<file path="src/rtl/core/sumap_pkg.sv">
// Package for the spectral upsample index map: sizes, field widths and the
// structs passed between the register file, the per-dimension mapper and the top.
// No dependencies.
`default_nettype none

package sumap_pkg;

   localparam int DIMS       = 3;
   localparam int NUM_AXES   = 3;
   localparam int MAX_SIZE   = 4096;
   localparam int SIZE_W     = 13;
   localparam int COORD_W    = 12;
   localparam int CSR_IDX_W  = 3;
   localparam int HALV_W     = 2;

   localparam logic [SIZE_W-1:0] MAX_SIZE_V    = SIZE_W'(MAX_SIZE);
   localparam logic [SIZE_W-1:0] SRC_RESET_V   = SIZE_W'(64);
   localparam logic [SIZE_W-1:0] DST_RESET_V   = SIZE_W'(128);

   localparam logic [CSR_IDX_W-1:0] REG_SRC_SIZE_0 = CSR_IDX_W'(0);
   localparam logic [CSR_IDX_W-1:0] REG_SRC_SIZE_1 = CSR_IDX_W'(1);
   localparam logic [CSR_IDX_W-1:0] REG_SRC_SIZE_2 = CSR_IDX_W'(2);
   localparam logic [CSR_IDX_W-1:0] REG_DST_SIZE_0 = CSR_IDX_W'(3);
   localparam logic [CSR_IDX_W-1:0] REG_DST_SIZE_1 = CSR_IDX_W'(4);
   localparam logic [CSR_IDX_W-1:0] REG_DST_SIZE_2 = CSR_IDX_W'(5);

   typedef struct packed {
      logic [SIZE_W-1:0] src_size;
      logic [SIZE_W-1:0] dst_size;
   } axis_cfg_type;

   typedef struct packed {
      logic               hit;
      logic               nyq;
      logic [COORD_W-1:0] idx;
   } axis_map_type;

endpackage

`default_nettype wire

</file>
<file path="src/rtl/core/sumap_csr.sv">
// Size registers for the spectral upsample index map.
// Depends on sumap_pkg.
`default_nettype none

module sumap_csr
   import sumap_pkg::*;
(
   input  wire logic                 clock,
   input  wire logic                 reset,
   input  wire logic                 csr_valid,
   output logic                      csr_ready,
   input  wire logic [CSR_IDX_W-1:0] csr_index,
   input  wire logic [SIZE_W-1:0]    csr_data,
   output axis_cfg_type              cfg [NUM_AXES]
);

   logic [SIZE_W-1:0] src_size_ff [NUM_AXES];
   logic [SIZE_W-1:0] dst_size_ff [NUM_AXES];
   logic [SIZE_W-1:0] wdata_in;
   logic              wr;

   assign csr_ready = 1'b1;
   assign wr        = csr_valid & csr_ready;
   assign wdata_in  = (csr_data > MAX_SIZE_V) ? MAX_SIZE_V : csr_data;

   always_ff @(posedge clock) begin
      if (reset) begin
         for (int d = 0; d < NUM_AXES; d++) begin
            src_size_ff[d] <= SRC_RESET_V;
            dst_size_ff[d] <= DST_RESET_V;
         end
      end else if (wr) begin
         unique case (csr_index)
            REG_SRC_SIZE_0: src_size_ff[0] <= wdata_in;
            REG_SRC_SIZE_1: src_size_ff[1] <= wdata_in;
            REG_SRC_SIZE_2: src_size_ff[2] <= wdata_in;
            REG_DST_SIZE_0: dst_size_ff[0] <= wdata_in;
            REG_DST_SIZE_1: dst_size_ff[1] <= wdata_in;
            REG_DST_SIZE_2: dst_size_ff[2] <= wdata_in;
            default: ;
         endcase
      end
   end

   always_comb begin
      for (int d = 0; d < NUM_AXES; d++) begin
         cfg[d].src_size = src_size_ff[d];
         cfg[d].dst_size = dst_size_ff[d];
      end
   end

endmodule

`default_nettype wire

</file>
<file path="src/rtl/core/sumap_axis.sv">
// Classifies one target coordinate against one axis: low, Nyquist, high or outside.
// Depends on sumap_pkg.
`default_nettype none

module sumap_axis
   import sumap_pkg::*;
(
   input  wire logic [COORD_W-1:0] coord,
   input  wire axis_cfg_type       cfg,
   input  wire logic               full,
   input  wire logic               enable,
   output axis_map_type            map
);

   logic        [COORD_W-1:0]  half;
   logic signed [SIZE_W:0]     coord_s;
   logic signed [SIZE_W:0]     neg_s;
   logic        [SIZE_W:0]     high_src;
   logic                       is_low;
   logic                       is_pnyq;
   logic                       is_nnyq;
   logic                       is_high;

   assign half     = cfg.src_size[SIZE_W-1:1];
   assign coord_s  = $signed({2'b00, coord});
   assign neg_s    = $signed({1'b0, cfg.dst_size}) - $signed({2'b00, half});
   assign high_src = {2'b00, coord} - {1'b0, cfg.dst_size} + {1'b0, half, 1'b0};

   assign is_low  = coord < half;
   assign is_pnyq = coord == half;
   assign is_nnyq = full && (coord_s == neg_s);
   assign is_high = full && (coord_s > neg_s) && ({1'b0, coord} < cfg.dst_size);

   always_comb begin
      map = '{hit: 1'b0, nyq: 1'b0, idx: '0};
      priority if (!enable) begin
         map.hit = 1'b1;
      end else if (is_low) begin
         map.hit = 1'b1;
         map.idx = coord;
      end else if (is_pnyq || is_nnyq) begin
         map.hit = 1'b1;
         map.nyq = 1'b1;
         map.idx = half;
      end else if (is_high) begin
         map.hit = 1'b1;
         map.idx = high_src[COORD_W-1:0];
      end else begin
         map.hit = 1'b0;
      end
   end

endmodule

`default_nettype wire

</file>
<file path="src/rtl/core/spectral_upsample_index_map.sv">
// Top level of the spectral upsample index map: request register, per-axis
// classification, result register. Depends on sumap_pkg, sumap_csr, sumap_axis.
// A request moves from the request register into the result register once that one is free.
// Throughput: one request per cycle while results are taken; the result register frees as it is taken.
// Reset: synchronous, clears both valid flags and loads sizes 64 and 128.
`default_nettype none

module spectral_upsample_index_map
   import sumap_pkg::*;
(
   input  wire logic                 clock,
   input  wire logic                 reset,
   input  wire logic                 req_valid,
   output logic                      req_ready,
   input  wire logic [COORD_W-1:0]   req_dst_coord_0,
   input  wire logic [COORD_W-1:0]   req_dst_coord_1,
   input  wire logic [COORD_W-1:0]   req_dst_coord_2,
   output logic                      rsp_valid,
   input  wire logic                 rsp_ready,
   output logic [COORD_W-1:0]        rsp_src_index_0,
   output logic [COORD_W-1:0]        rsp_src_index_1,
   output logic [COORD_W-1:0]        rsp_src_index_2,
   output logic                      rsp_is_zero,
   output logic [HALV_W-1:0]         rsp_halvings,
   input  wire logic                 csr_valid,
   output logic                      csr_ready,
   input  wire logic [CSR_IDX_W-1:0] csr_index,
   input  wire logic [SIZE_W-1:0]    csr_data
);

   axis_cfg_type       cfg [NUM_AXES];
   axis_map_type       map [NUM_AXES];
   logic [COORD_W-1:0] coord_ff [NUM_AXES];
   logic [COORD_W-1:0] idx_ff [NUM_AXES];
   logic [COORD_W-1:0] idx_in [NUM_AXES];
   logic               req_vld_ff;
   logic               rsp_vld_ff;
   logic               zero_ff;
   logic               zero_in;
   logic [HALV_W-1:0]  halv_ff;
   logic [HALV_W-1:0]  halv_in;
   logic               rsp_free;
   logic               advance;
   logic               take;

   sumap_csr u_csr (
      .clock     (clock),
      .reset     (reset),
      .csr_valid (csr_valid),
      .csr_ready (csr_ready),
      .csr_index (csr_index),
      .csr_data  (csr_data),
      .cfg       (cfg)
   );

   for (genvar d = 0; d < NUM_AXES; d++) begin : g_axis
      sumap_axis u_axis (
         .coord  (coord_ff[d]),
         .cfg    (cfg[d]),
         .full   (d < DIMS - 1),
         .enable (d < DIMS),
         .map    (map[d])
      );
   end

   assign rsp_free  = !rsp_vld_ff || rsp_ready;
   assign advance   = req_vld_ff && rsp_free;
   assign req_ready = !req_vld_ff || rsp_free;
   assign take      = req_valid && req_ready;

   always_comb begin
      zero_in = 1'b0;
      halv_in = '0;
      for (int d = 0; d < NUM_AXES; d++) begin
         zero_in = zero_in | !map[d].hit;
         halv_in = halv_in + HALV_W'(map[d].nyq);
      end
      for (int d = 0; d < NUM_AXES; d++) begin
         idx_in[d] = zero_in ? '0 : map[d].idx;
      end
      if (zero_in) begin
         halv_in = '0;
      end
   end

   always_ff @(posedge clock) begin
      if (reset) begin
         req_vld_ff <= 1'b0;
         rsp_vld_ff <= 1'b0;
      end else begin
         if (req_ready) begin
            req_vld_ff <= req_valid;
         end
         if (rsp_free) begin
            rsp_vld_ff <= req_vld_ff;
         end
      end
   end

   always_ff @(posedge clock) begin
      if (take) begin
         coord_ff[0] <= req_dst_coord_0;
         coord_ff[1] <= req_dst_coord_1;
         coord_ff[2] <= req_dst_coord_2;
      end
      if (advance) begin
         idx_ff  <= idx_in;
         zero_ff <= zero_in;
         halv_ff <= halv_in;
      end
   end

   assign rsp_valid       = rsp_vld_ff;
   assign rsp_src_index_0 = idx_ff[0];
   assign rsp_src_index_1 = idx_ff[1];
   assign rsp_src_index_2 = idx_ff[2];
   assign rsp_is_zero     = zero_ff;
   assign rsp_halvings    = halv_ff;

   a_zero_clean: assert property (@(posedge clock) disable iff (reset)
      rsp_valid && rsp_is_zero |-> rsp_src_index_0 == '0 && rsp_src_index_1 == '0
         && rsp_src_index_2 == '0 && rsp_halvings == '0)
      else $error("zero result carries nonzero fields");

   a_stall_cause: assert property (@(posedge clock) disable iff (reset)
      !req_ready |-> req_vld_ff && rsp_valid && !rsp_ready)
      else $error("request stalled without a blocked result");

   a_advance_shows: assert property (@(posedge clock) disable iff (reset)
      advance |=> rsp_valid)
      else $error("advanced request did not reach the result register");

   a_size_cap: assert property (@(posedge clock) disable iff (reset)
      cfg[0].src_size <= MAX_SIZE_V && cfg[1].src_size <= MAX_SIZE_V
         && cfg[2].src_size <= MAX_SIZE_V && cfg[0].dst_size <= MAX_SIZE_V
         && cfg[1].dst_size <= MAX_SIZE_V && cfg[2].dst_size <= MAX_SIZE_V)
      else $error("size register above maximum");

endmodule

`default_nettype wire
</file>
<file path="config.mk">
export PLATFORM = sky130hd
export DESIGN_NAME = spectral_upsample_index_map
export DESIGN_NICKNAME = d
export VERILOG_FILES = /design/src/rtl/core/sumap_pkg.sv /design/src/rtl/core/sumap_csr.sv /design/src/rtl/core/sumap_axis.sv /design/src/rtl/core/spectral_upsample_index_map.sv
export SDC_FILE = /design/constraint.sdc
export NUM_CORES = 1
export LEC_CHECK = 0
export BUFFER_PORTS_ARGS = -buffer_cell sky130_fd_sc_hd__clkbuf_2
export CAP_MARGIN = 20
export CORE_MARGIN = 5
export CORE_UTILIZATION = 36
export DETAILED_ROUTE_END_ITERATION = 6
export GPL_TIMING_DRIVEN = 0
export PLACE_DENSITY = 0.6
export SLEW_MARGIN = 0
export SYNTH_ARGS = -nofsm -noshare
export SYNTH_HDL_FRONTEND = slang
export SYNTH_SLANG_ARGS = --single-unit
</file>
<file path="constraint.sdc">
create_clock -name clock -period 7.8 [get_ports clock]
set_clock_uncertainty 0.15 [all_clocks]
set_input_delay 1.56 -clock clock [delete_from_list [all_inputs] [get_ports clock]]
set_output_delay 1.56 -clock clock [all_outputs]
set_load 0.02 [all_outputs]
</file>
=== Word level (Yosys, flattened, before mapping) ===
Memory sizes are Yosys's and may differ from the RTL's.
Index checks and enable logic that the tools add are counted.
W data, S select, Z words.

* Input bits: 57
* Memories kept: 3
* Bits in writable memories: 114
* Register bits after elaboration: 41
* Output and inout port bits: 42

* Bitwise operators: 8
* Reductions and logical operators: 14
* Magnitude comparators: 8
* Muxes and demuxes: 56
* Eq/ne operators: 10
* Add/subtract/negate cells: 8

{| class="wikitable"
|+ Memory list
! name !! words !! bits a word !! read ports !! clocked after Yosys merged registers in !! wr ports !! line !! source
|-
| u_csr.dst_size_ff || 3 || 13 || 2 || 0 || 3 || sumap_csr.sv:18 || <nowiki>logic [SIZE_W-1:0] dst_size_ff [NUM_AXES];</nowiki>
|-
| u_csr.src_size_ff || 3 || 13 || 3 || 0 || 3 || sumap_csr.sv:17 || <nowiki>logic [SIZE_W-1:0] src_size_ff [NUM_AXES];</nowiki>
|-
| coord_ff || 3 || 12 || 3 || 0 || 3 || spectral_upsample_index_map.sv:33 || <nowiki>logic [COORD_W-1:0] coord_ff [NUM_AXES];</nowiki>
|}

{| class="wikitable"
|+ Operators with widths
! operator !! number
|-
| $mux W12 || 8
|-
| $mux W13 || 7
|-
| $mux W1 || 41
|-
| $eq A12 B12 Y1 || 3
|-
| $lt A12 B12 Y1 || 3
|-
| $eq A13 B14 Y1 || 2
|-
| $gt A13 B14 Y1 || 2
|-
| $sub A13 B12 Y14 || 2
|-
| $lt A12 B13 Y1 || 2
|-
| $add A12 B12 Y12 || 2
|-
| $sub A12 B12 Y12 || 2
|-
| $gt A13 B13 Y1 const B || 1
|-
| $or A1 B1 Y1 || 8
|-
| $eq A3 B2 Y1 const B || 2
|-
| $eq A3 B3 Y1 const B || 2
|-
| $logic_not A1 Y1 || 5
|-
| $logic_and A1 B1 Y1 || 4
|-
| $logic_or A1 B1 Y1 || 4
|-
| $eq A3 B1 Y1 const B || 1
|-
| $logic_not A3 Y1 || 1
|-
| $add A1 B1 Y2 || 1
|-
| $add A2 B1 Y2 || 1
|}

=== Longest topological paths before layout ===
Gate-level depths: netlist of the first run.
An unclocked memory read counts as a cell.

* Depth in word-level cells: 10
* Depth in mapped cells: 21
* Depth with buffers taken out: 18

=== Modules after synthesis ===
Synthesis of the first run repeated with hierarchy kept, for this count alone.

* Cells, all modules: 1227
* Area total of the unflattened synthesis: 12864.8 µm²

{| class="wikitable"
|+ By module, submodules not included
! module !! area an instance (µm²) !! cells each !! instances
|-
| sumap_csr || 2862.7 || 146 || 1
|-
| spectral_upsample_index_map || 2677.6 || 132 || 1
|-
| sumap_axis at g_axis[1].u_axis || 2542.4 || 327 || 1
|-
| sumap_axis at g_axis[2].u_axis || 2411.1 || 308 || 1
|-
| sumap_axis at g_axis[0].u_axis || 2371.0 || 314 || 1
|}

=== Least setup slack after synthesis of the first run ===
OpenSTA, ideal clock, no wires.

* Path type: flip-flop to flip-flop
* Start point: memory u_csr.src_size_ff[1][1], in the netlist u_csr.src_size_ff[0][14]
* End point: register halv_ff[0], in the netlist rsp_halvings[0], data pin
* Data required time: 7392 ps
* Stages on the path, launching flop included: 18
* Clock period less this slack: 4782 ps
* Arrival: 4373 ps
* Setup time: 258 ps
* Path slack: 3018 ps
* Cell sequence: edfxtp_1 ha_1 fa_1 nand2b_1 a211oi_1 o21bai_1 a21oi_1 nand2b_1 ha_1 nand4_1 or4_1 buf_2 a2111oi_0 nand3_1 a41oi_2 buf_2 fa_1 nor3b_2

{| class="wikitable"
|+ RTL lines
! element !! line !! source
|-
| from (decl) || sumap_csr.sv:17 ||
|-
| to (signal assigned) || spectral_upsample_index_map.sv:109 || <nowiki>halv_ff <= halv_in;</nowiki>
|-
| to (decl) || spectral_upsample_index_map.sv:40 || <nowiki>logic [HALV_W-1:0] halv_ff;</nowiki>
|}

==> impl_metrics.csv, run 1 <==
group,metric,value,unit
outcome,outcome,"complete, no violations",
clock_tree,cts_max_path_buffers,2,
worst_setup_path,worstPathRequired,7.84,ns
cells_and_area,fillers,2742,
routing,num_vias,7869,
synth,synth_compound_area_frac,0.1747,
worst_setup_path,cp-start-kind,"flip-flop",
pwr,power_density,214.9,mW/mm²
worst_hold_path,hp-start,"req_vld_ff",
timing,holdWs,0.3740,ns
synth,yosysWarnings,0,
floorplan,die-area,0.03240,mm²
timing,fin_tns_setup,0,ns
synth,synth_top_area_frac,0.3954,
clock_tree,cts_buffers,17,
synth,synth_cell_types,64,
worst_setup_path,r2r_start,"u_csr.src_size_ff[0][14]",
synth,synth_edf_count,137,
routing,drtIter0Drc,555,
cells_and_area,fin_util,0.4201,
worst_setup_path,r2r_cells,17,
placed_design,io_buffers,96,
synth,yosys-mux-area-fraction,0.001924,
placed_design,dp_slack,2.095,ns
clock_tree,cts.sinks,139,
placed_design,dpl.cell_count,1474,
routing,drc,0,
routing,vias_per_cell,5.222,
worst_setup_path,r2r-end,"rsp_halvings[0]",
global_route,overflow,0,
worst_hold_path,holdPathStages,2,
routing,routed_wl,27920,µm
timing,max-slew-margin-rel,0.4234,
floorplan,coreArea,0.02863,mm²
clock_tree,cts.reportedPaths.clkPinSlew,0.07,ns
cells_and_area,layout.cells.non_filler,1507,
pwr,irDropWorstVdd,0.2175,mV
floorplan,start_util,0.3634,
timing,period_share,0.7408,
timing,fmax,173.1,MHz
worst_setup_path,worst_setup_path_end_kind,"flip-flop",
floorplan,num_io_pins,99,
synth,avgSynthCellArea,10.51,µm²
floorplan,die_x,180.0,µm
synth,yosys.area_share.adder,0.2020,
cells_and_area,drive_gt1_frac,0.1505,
synth,yosysSeqAreaShare,0.3993,
timing,setup_viol,0,
clock_tree,root_buffer,"clkbuf_16",
cells_and_area,final_area,0.01203,mm²
global_route,grt_pass1_wl,43970,µm
synth,syn-instance-count,990,
global_route,grt_max_degree,32,
global_route,grt_pass1_vias,7928,
cells_and_area,nets,1320,
synth,synth_xor_xnor_area_share,0.03199,
synth,yosys.area_share.simple,0.1274,
clock_tree,post_cts_resized,0,
timing,rsz0062_at_grt,"false",
routing,ant_nets,0,
clock_tree,clk-insertion-delay-late,0.44,ns
synth,synth_top_family_by_area,"adder cells",
placed_design,place_congestion,0.9003,
clock_tree,cts_tree,"yes",
worst_hold_path,min_to,"rsp_valid",
timing,fin_crit,5.778,ns
cells_and_area,antennaDiodeCount,0,
global_route,gr-usage-all-layers,0.1731,
synth,synth_fp_nets,1200,
routing,first_pass_iters,5,
synth,synth-seq-cells,139,
timing,worstMarginPinSlew,0.8583,ns
synth,synth.area.top_cells,"edfxtp_1, ha_1, inv_1",
pwr,p_leak,5.164,nW
timing,final_hold_viol_count,0,
run,max_cap_violations,0,
placed_design,placed_area,0.01143,mm²
cells_and_area,syn2layout_area_growth,15.60,%
pwr,p_total,2.585,mW
worst_setup_path,worstPathArrival,5.81,ns
timing,slew_viol_final,0,
clock_tree,cts_setup_buffers,0,
placed_design,hpwlAfterDp,22480,µm
clock_tree,cts_max_level,4,
synth,synthArstFlopShare,0,
synth,ys.flop_type,"edfxtp_1",
floorplan,rows,62,
worst_hold_path,holdCritPathClass,"flip-flop to flip-flop",
routing,wl_per_cell,18.53,µm
synth,yosys.area.top_type,"edfxtp_1",
worst_setup_path,critPathMaxFanout,10,
global_route,antenna_found_initial,0,
clock_tree,ctsHoldBuffers,0,
timing,timing.final.ws_setup,2.022,ns
floorplan,die_h,180.0,µm
worst_setup_path,crit_type,"flip-flop to flip-flop",
worst_setup_path,rrSetupSlack,2.02,ns
synth,netlist_area,0.01040,mm²
==> layer usage <==
metal  vias to the layer above  wire, µm  track usage
met5                         -         0            0
met3                        36      1759      0.04628
met2                       232     12570       0.2739
li1                       3878         -            -
met1                      3723     13110       0.2346
met4                         0       487      0.04938
==> report_power, final <==
group          leakage (nW)  internal [mW]  switching [mW]
clock                 0.283          0.478           0.356
sequential             1.33          0.885          0.0492
combinational          3.55          0.332           0.485
total                  5.16           1.69           0.891
==> placed cells by master, fill, tap and decap left out, types with 4 or more instances in the layout <==
master / netlist / routed
inv_1: 140 / 140
edfxtp_1: 137 / 137
ha_1: 128 / 128
clkbuf_2: 0 / 96
nor2_1: 57 / 57
a21oi_1: 46 / 46
nand2_1: 44 / 44
a211oi_1: 41 / 41
o21ai_0: 30 / 30
a21o_1: 27 / 27
nand3_1: 25 / 25
fa_1: 25 / 25
xor2_1: 19 / 19
xnor2_1: 19 / 19
and2_1: 19 / 18
clkbuf_1: 16 / 17
clkbuf_16: 0 / 17
nand3b_1: 16 / 16
nor2b_1: 15 / 14
o21a_1: 13 / 13
nor4_1: 13 / 13
a22oi_1: 13 / 13
nand4_1: 12 / 12
nor3_1: 11 / 11
nand2b_1: 10 / 10
o211ai_1: 10 / 10
a31oi_1: 10 / 10
a211oi_2: 10 / 10
o21bai_1: 9 / 9
and3_1: 5 / 5
buf_2: 5 / 5
and4_1: 4 / 4
a31o_2: 4 / 4
buf_4: 2 / 4
a2111oi_4: 4 / 4
==> logic make-up after synthesis <==
kind of cell / count (synthesis)
multiplexers: 2
flip-flops: 139
adder cells (fa/ha/maj): 153
XOR/XNOR: 38
other: 1
AND/OR/NAND/NOR: 246
AO/OA/AOI/OAI: 246
buffers and inverters: 165
==> critical path, cell delays in order (launching register included) <==
cell and delay, ns:
edfxtp_1 0.49, ha_1 0.26, fa_1 0.41, nand2b_1 0.18, a211oi_1 0.36, o21bai_1 0.22, a21oi_1 0.34, nand2b_1 0.16
ha_1 0.16, nand4_1 0.18, or4_1 0.54, buf_2 0.18, a2111oi_0 0.40, nand3_1 0.17, a41oi_2 0.39, buf_2 0.35
fa_1 0.46, nor3b_2 0.16
==> sequential cells by signal, indices dropped and copies added, names as in the netlist <==
signal	cells
rsp_valid	1
rsp_is_zero	1
req_vld_ff	1
coord_ff	36
rsp_src_index_1	12
rsp_src_index_0	12
rsp_halvings	2
rsp_src_index_2	12
u_csr.src_size_ff	36
u_csr.dst_size_ff	26
==> final cells by class <==
class                           count  area (µm²)  share of cell area
Clock inverter                     14       158.9             0.01321
Multi-Input combinational cell    686        5610              0.4665
Buffer                             25       122.6             0.01020
Timing Repair Buffer              101       545.5             0.04536
Sequential cell                   139        4154              0.3454
Clock buffer                       18       429.2             0.03568
Tap cell                          384       480.5             0.03995
Inverter                          140       525.5             0.04370
==> worst max-delay path by stage <==
| stage | startpoint | endpoint | slack [ns] | cells past startpoint |
|---|---|---|---|---|
| after floorplan | u_csr.src_size_ff[0][14] | rsp_halvings[0] | 3.02 | 17 |
| after global placement | u_csr.src_size_ff[0][14] | rsp_halvings[0] | 2.12 | 17 |
| after detailed placement | u_csr.src_size_ff[0][14] | rsp_halvings[0] | 2.09 | 17 |
| after CTS | u_csr.src_size_ff[0][14] | rsp_halvings[0] | 2.06 | 17 |
| after global routing | u_csr.src_size_ff[0][14] | rsp_halvings[0] | 1.77 | 17 |
| final | u_csr.src_size_ff[0][14] | rsp_halvings[0] | 2.02 | 17 |
==> synth_stat cells, drive strengths merged (25+ instances only) <==
cell type,instances
a211oi,51
a21o,27
a21oi,46
edfxtp,137
fa,25
ha,128
inv,140
nand2,44
nand3,25
nor2,57
o21ai,33
Note: power is estimated with default switching activity, not from simulation.
==> inputs of run 2 (changes only) <==
--- a/config.mk
+++ b/config.mk
@@ -5,6 +5,7 @@
 export SDC_FILE = /design/constraint.sdc
 export NUM_CORES = 1
 export LEC_CHECK = 0
+export ABC_AREA = 1
 export BUFFER_PORTS_ARGS = -buffer_cell sky130_fd_sc_hd__clkbuf_2
 export CAP_MARGIN = 20
 export CORE_MARGIN = 5
==> constraint.sdc (replaced) <==
create_clock -name clock -period 5.8 [get_ports clock]
set_clock_uncertainty 0.15 [all_clocks]
set_input_delay 1.16 -clock clock [delete_from_list [all_inputs] [get_ports clock]]
set_output_delay 1.16 -clock clock [all_outputs]
set_load 0.02 [all_outputs]
==> run 2 against run 1 <==
- fmax is 29% higher
- routed wire length is 3.6% lower
- count of clock-buffer cells in the layout is 1 higher
- cell area is 0.24% lower
- via count is 3.5% higher
- worst setup slack worse by 0.70 ns
- register-to-register slack worse by 0.70 ns
==> impl_metrics.csv, run 2 <==
group,metric,value,unit
placed_design,placed_area,0.01142,mm²
synth,synthArstFlopShare,0,
global_route,overflow,0,
floorplan,die-area,0.03232,mm²
cells_and_area,regArea,0.004154,mm²
floorplan,rows,62,
cells_and_area,final_area,0.01200,mm²
synth,yosys.area_share.simple,0.2019,
clock_tree,cts_buffers,17,
timing,max-slew-margin-rel,0.4649,
timing,timing.final.ws_setup,1.325,ns
routing,ant_nets,0,
pwr,power_density,283.1,mW/mm²
synth,synth_fp_nets,1392,
clock_tree,root_buffer,"clkbuf_16",
synth,synth_cell_types,47,
clock_tree,post_cts_resized,0,
synth,synth_top_family_by_area,"adder cells",
synth,synth_xor_xnor_area_share,0.03461,
timing,final_hold_viol_count,0,
synth,yosysMostFrequentCell,"nand2_1",
clock_tree,cts_max_level,4,
synth,yosysSeqAreaShare,0.4003,
routing,drtIter0Drc,668,
clock_tree,ctsHoldBuffers,0,
timing,fmax,223.5,MHz
run,max_cap_violations,0,
cells_and_area,fillers,2897,
synth,yosys.area.top_type,"edfxtp_1",
cells_and_area,mostFrequentLayoutCells,"nand2_1, inv_1, edfxtp_1",
clock_tree,cts_max_path_buffers,2,
cells_and_area,drive_gt1_frac,0.1299,
routing,wl_per_cell,15.83,µm
routing,routed_wl,26920,µm
synth,syn-instance-count,1182,
timing,slew_viol_final,0,
synth,ys.flop_type,"edfxtp_1",
worst_setup_path,critPathMaxFanout,10,
global_route,grt_max_degree,27,
synth,yosys-mux-area-fraction,0,
synth,synth_edf_count,137,
placed_design,place_congestion,0.9020,
synth,yosysWarnings,0,
routing,num_vias,8147,
timing,fin_tns_setup,0,ns
placed_design,io_buffers,97,
floorplan,num_io_pins,99,
worst_setup_path,crit_type,"flip-flop to flip-flop",
cells_and_area,nets,1513,
global_route,grt_pass1_vias,7940,
cells_and_area,layout.cells.non_filler,1700,
worst_setup_path,rrSetupSlack,1.33,ns
placed_design,dpl.cell_count,1668,
routing,vias_per_cell,4.792,
clock_tree,cts_tree,"yes",
synth,yosys.area_share.adder,0.2026,
pwr,irDropWorstVdd,0.2015,mV
synth,netlist_area,0.01038,mm²
outcome,outcome,"complete, no violations",
routing,drc,0,
clock_tree,clk-insertion-delay-late,0.43,ns
placed_design,hpwlAfterDp,21800,µm
placed_design,dp_slack,1.363,ns
synth,synth_top_area_frac,0.3965,
synth,synth.area.top_cells,"edfxtp_1, ha_1, nand2_1",
synth,avgSynthCellArea,8.779,µm²
synth,netlist_top_cells_count,"nand2_1, inv_1, edfxtp_1",
worst_setup_path,path_delay_family,"simple AND/OR/NAND/NOR gates",
timing,setup_viol,0,
routing,first_pass_iters,5,
clock_tree,cts.reportedPaths.clkPinSlew,0.07,ns
global_route,gr-usage-all-layers,0.1664,
floorplan,coreArea,0.02855,mm²
cells_and_area,top_regs,"coord_ff (36), u_csr.src_size_ff (36), u_csr.dst_size_ff (26)",
clock_tree,cts_setup_buffers,0,
timing,rsz0062_at_grt,"false",
floorplan,start_util,0.3635,
timing,worstMarginPinSlew,0.7998,ns
worst_setup_path,cpMostUsedCell,"nand2_1",
pwr,p_leak,5.778,nW
cells_and_area,antennaDiodeCount,0,
timing,fin_crit,4.475,ns
clock_tree,cts.sinks,139,
synth,synth-seq-cells,139,
worst_setup_path,worst-path-buf-inv,2,
worst_setup_path,crit_chain,"ha_1 > nand2_1 > nand2_1 > nand2_1 > nand3_2 > a21oi_1 > inv_1 > a31oi_1 > xor2_1 > ha_1 > nand2_1 > nor2_1 > inv_1 > nor2_1 > nand2_1 > a21oi_1 > nand3_1 > nand2_1 > nand2_1 > nor2_1 > a21oi_1 > nor2_4",
global_route,antenna_found_initial,0,
global_route,grt_pass1_wl,42770,µm
synth,synth_compound_area_frac,0.06958,
cells_and_area,multiInputGateArea,0.005300,mm²
floorplan,die_x,179.8,µm
worst_setup_path,crit_slowest_cell,"nor2_1",
cells_and_area,syn2layout_area_growth,15.63,%
timing,period_share,0.7715,
worst_setup_path,critPathMaxStageDelay,0.65,ns
worst_setup_path,worstPathRequired,5.94,ns
cells_and_area,final_common_cell,"nand2_1",
worst_setup_path,worstPathArrival,4.61,ns
floorplan,die_h,179.8,µm
worst_setup_path,worst_setup_path_end_kind,"flip-flop",
worst_hold_path,holdCritPathClass,"flip-flop to flip-flop",
worst_setup_path,cp-start-kind,"flip-flop",
-- run 2: cell types whose count changed in the layout (fill, tap and decap cells not counted), moves of 15 or more --
cell      previous run  this run
nor2_1              57        81
a21oi_1             46        98
a21o_1              27         3
o21ai_0             30        11
a211oi_1            41         4
nand2_1             44       260
inv_1              140       220
and2_1              18         0
nand4_1             12        27
nand3_1             25        61
-- run 2: worst reg2reg max path, delay by kind of cell, from the launching register on --
family	cells	cell delay, ns
xor+xnor	1	0.11
compound gates	4	0.83
flops	1	0.52
simple gates	13	1.84
buf+inv	2	0.18
fa+ha+maj	2	0.72
-- run 2: path summary, 6_finish.rpt --
kind | startpoint | end | depth (start not counted)
max | u_csr.dst_size_ff[0][15] | rsp_src_index_1[8] | 22
min | req_vld_ff | req_vld_ff | 2
max reg2reg | u_csr.dst_size_ff[0][15] | rsp_src_index_1[8] | 22
min reg2reg | req_vld_ff | req_vld_ff | 2
-- run 2: where the power goes --
group | switching, mW | internal, mW | total, mW
clock | 0.460 | 0.636 | 1.10
sequential | 0.0645 | 1.19 | 1.25
combinational | 0.653 | 0.396 | 1.05
total | 1.18 | 2.22 | 3.40
-- run 2: area by class of cell --
cell class / instances / area share
clock buffers: 19 / 0.03608
well taps: 384 / 0.04005
multi-input cells: 801 / 0.4418
repair buffers: 102 / 0.04568
clock inverters: 13 / 0.01178
flip-flops and latches: 139 / 0.3462
inverters: 227 / 0.07102
plain buffers: 15 / 0.007404
-- run 2: per-stage QoR --
stage / hold WS (ns) / util / total power, mW
after detailed placement: 0.3728 / 0.4002 / 2.316
after CTS: 0.3846 / 0.4203 / 3.416
after floorplan: 0.2948 / - / 2.035
final: 0.3797 / 0.4203 / 3.396
after global routing: 0.4216 / 0.4203 / 3.620
after global placement: 0.3084 / 0.3973 / 2.296
-- run 2: cell families after synthesis --
group / count (synthesis)
DFF: 139
other: 1
xor gates and xnor gates: 41
adders and majority gates: 153
buffers and inverters: 242
and+or+nand+nor: 472
AOI/OAI and AO/OA: 134
-- run 2: metal layers --
layer	track usage	routed length (µm)	vias up
li1	-	-	4142
met1	0.2386	13270	3726
met2	0.2538	11450	236
met3	0.02991	1445	43
met4	0.05730	750	0
met5	0	0	-
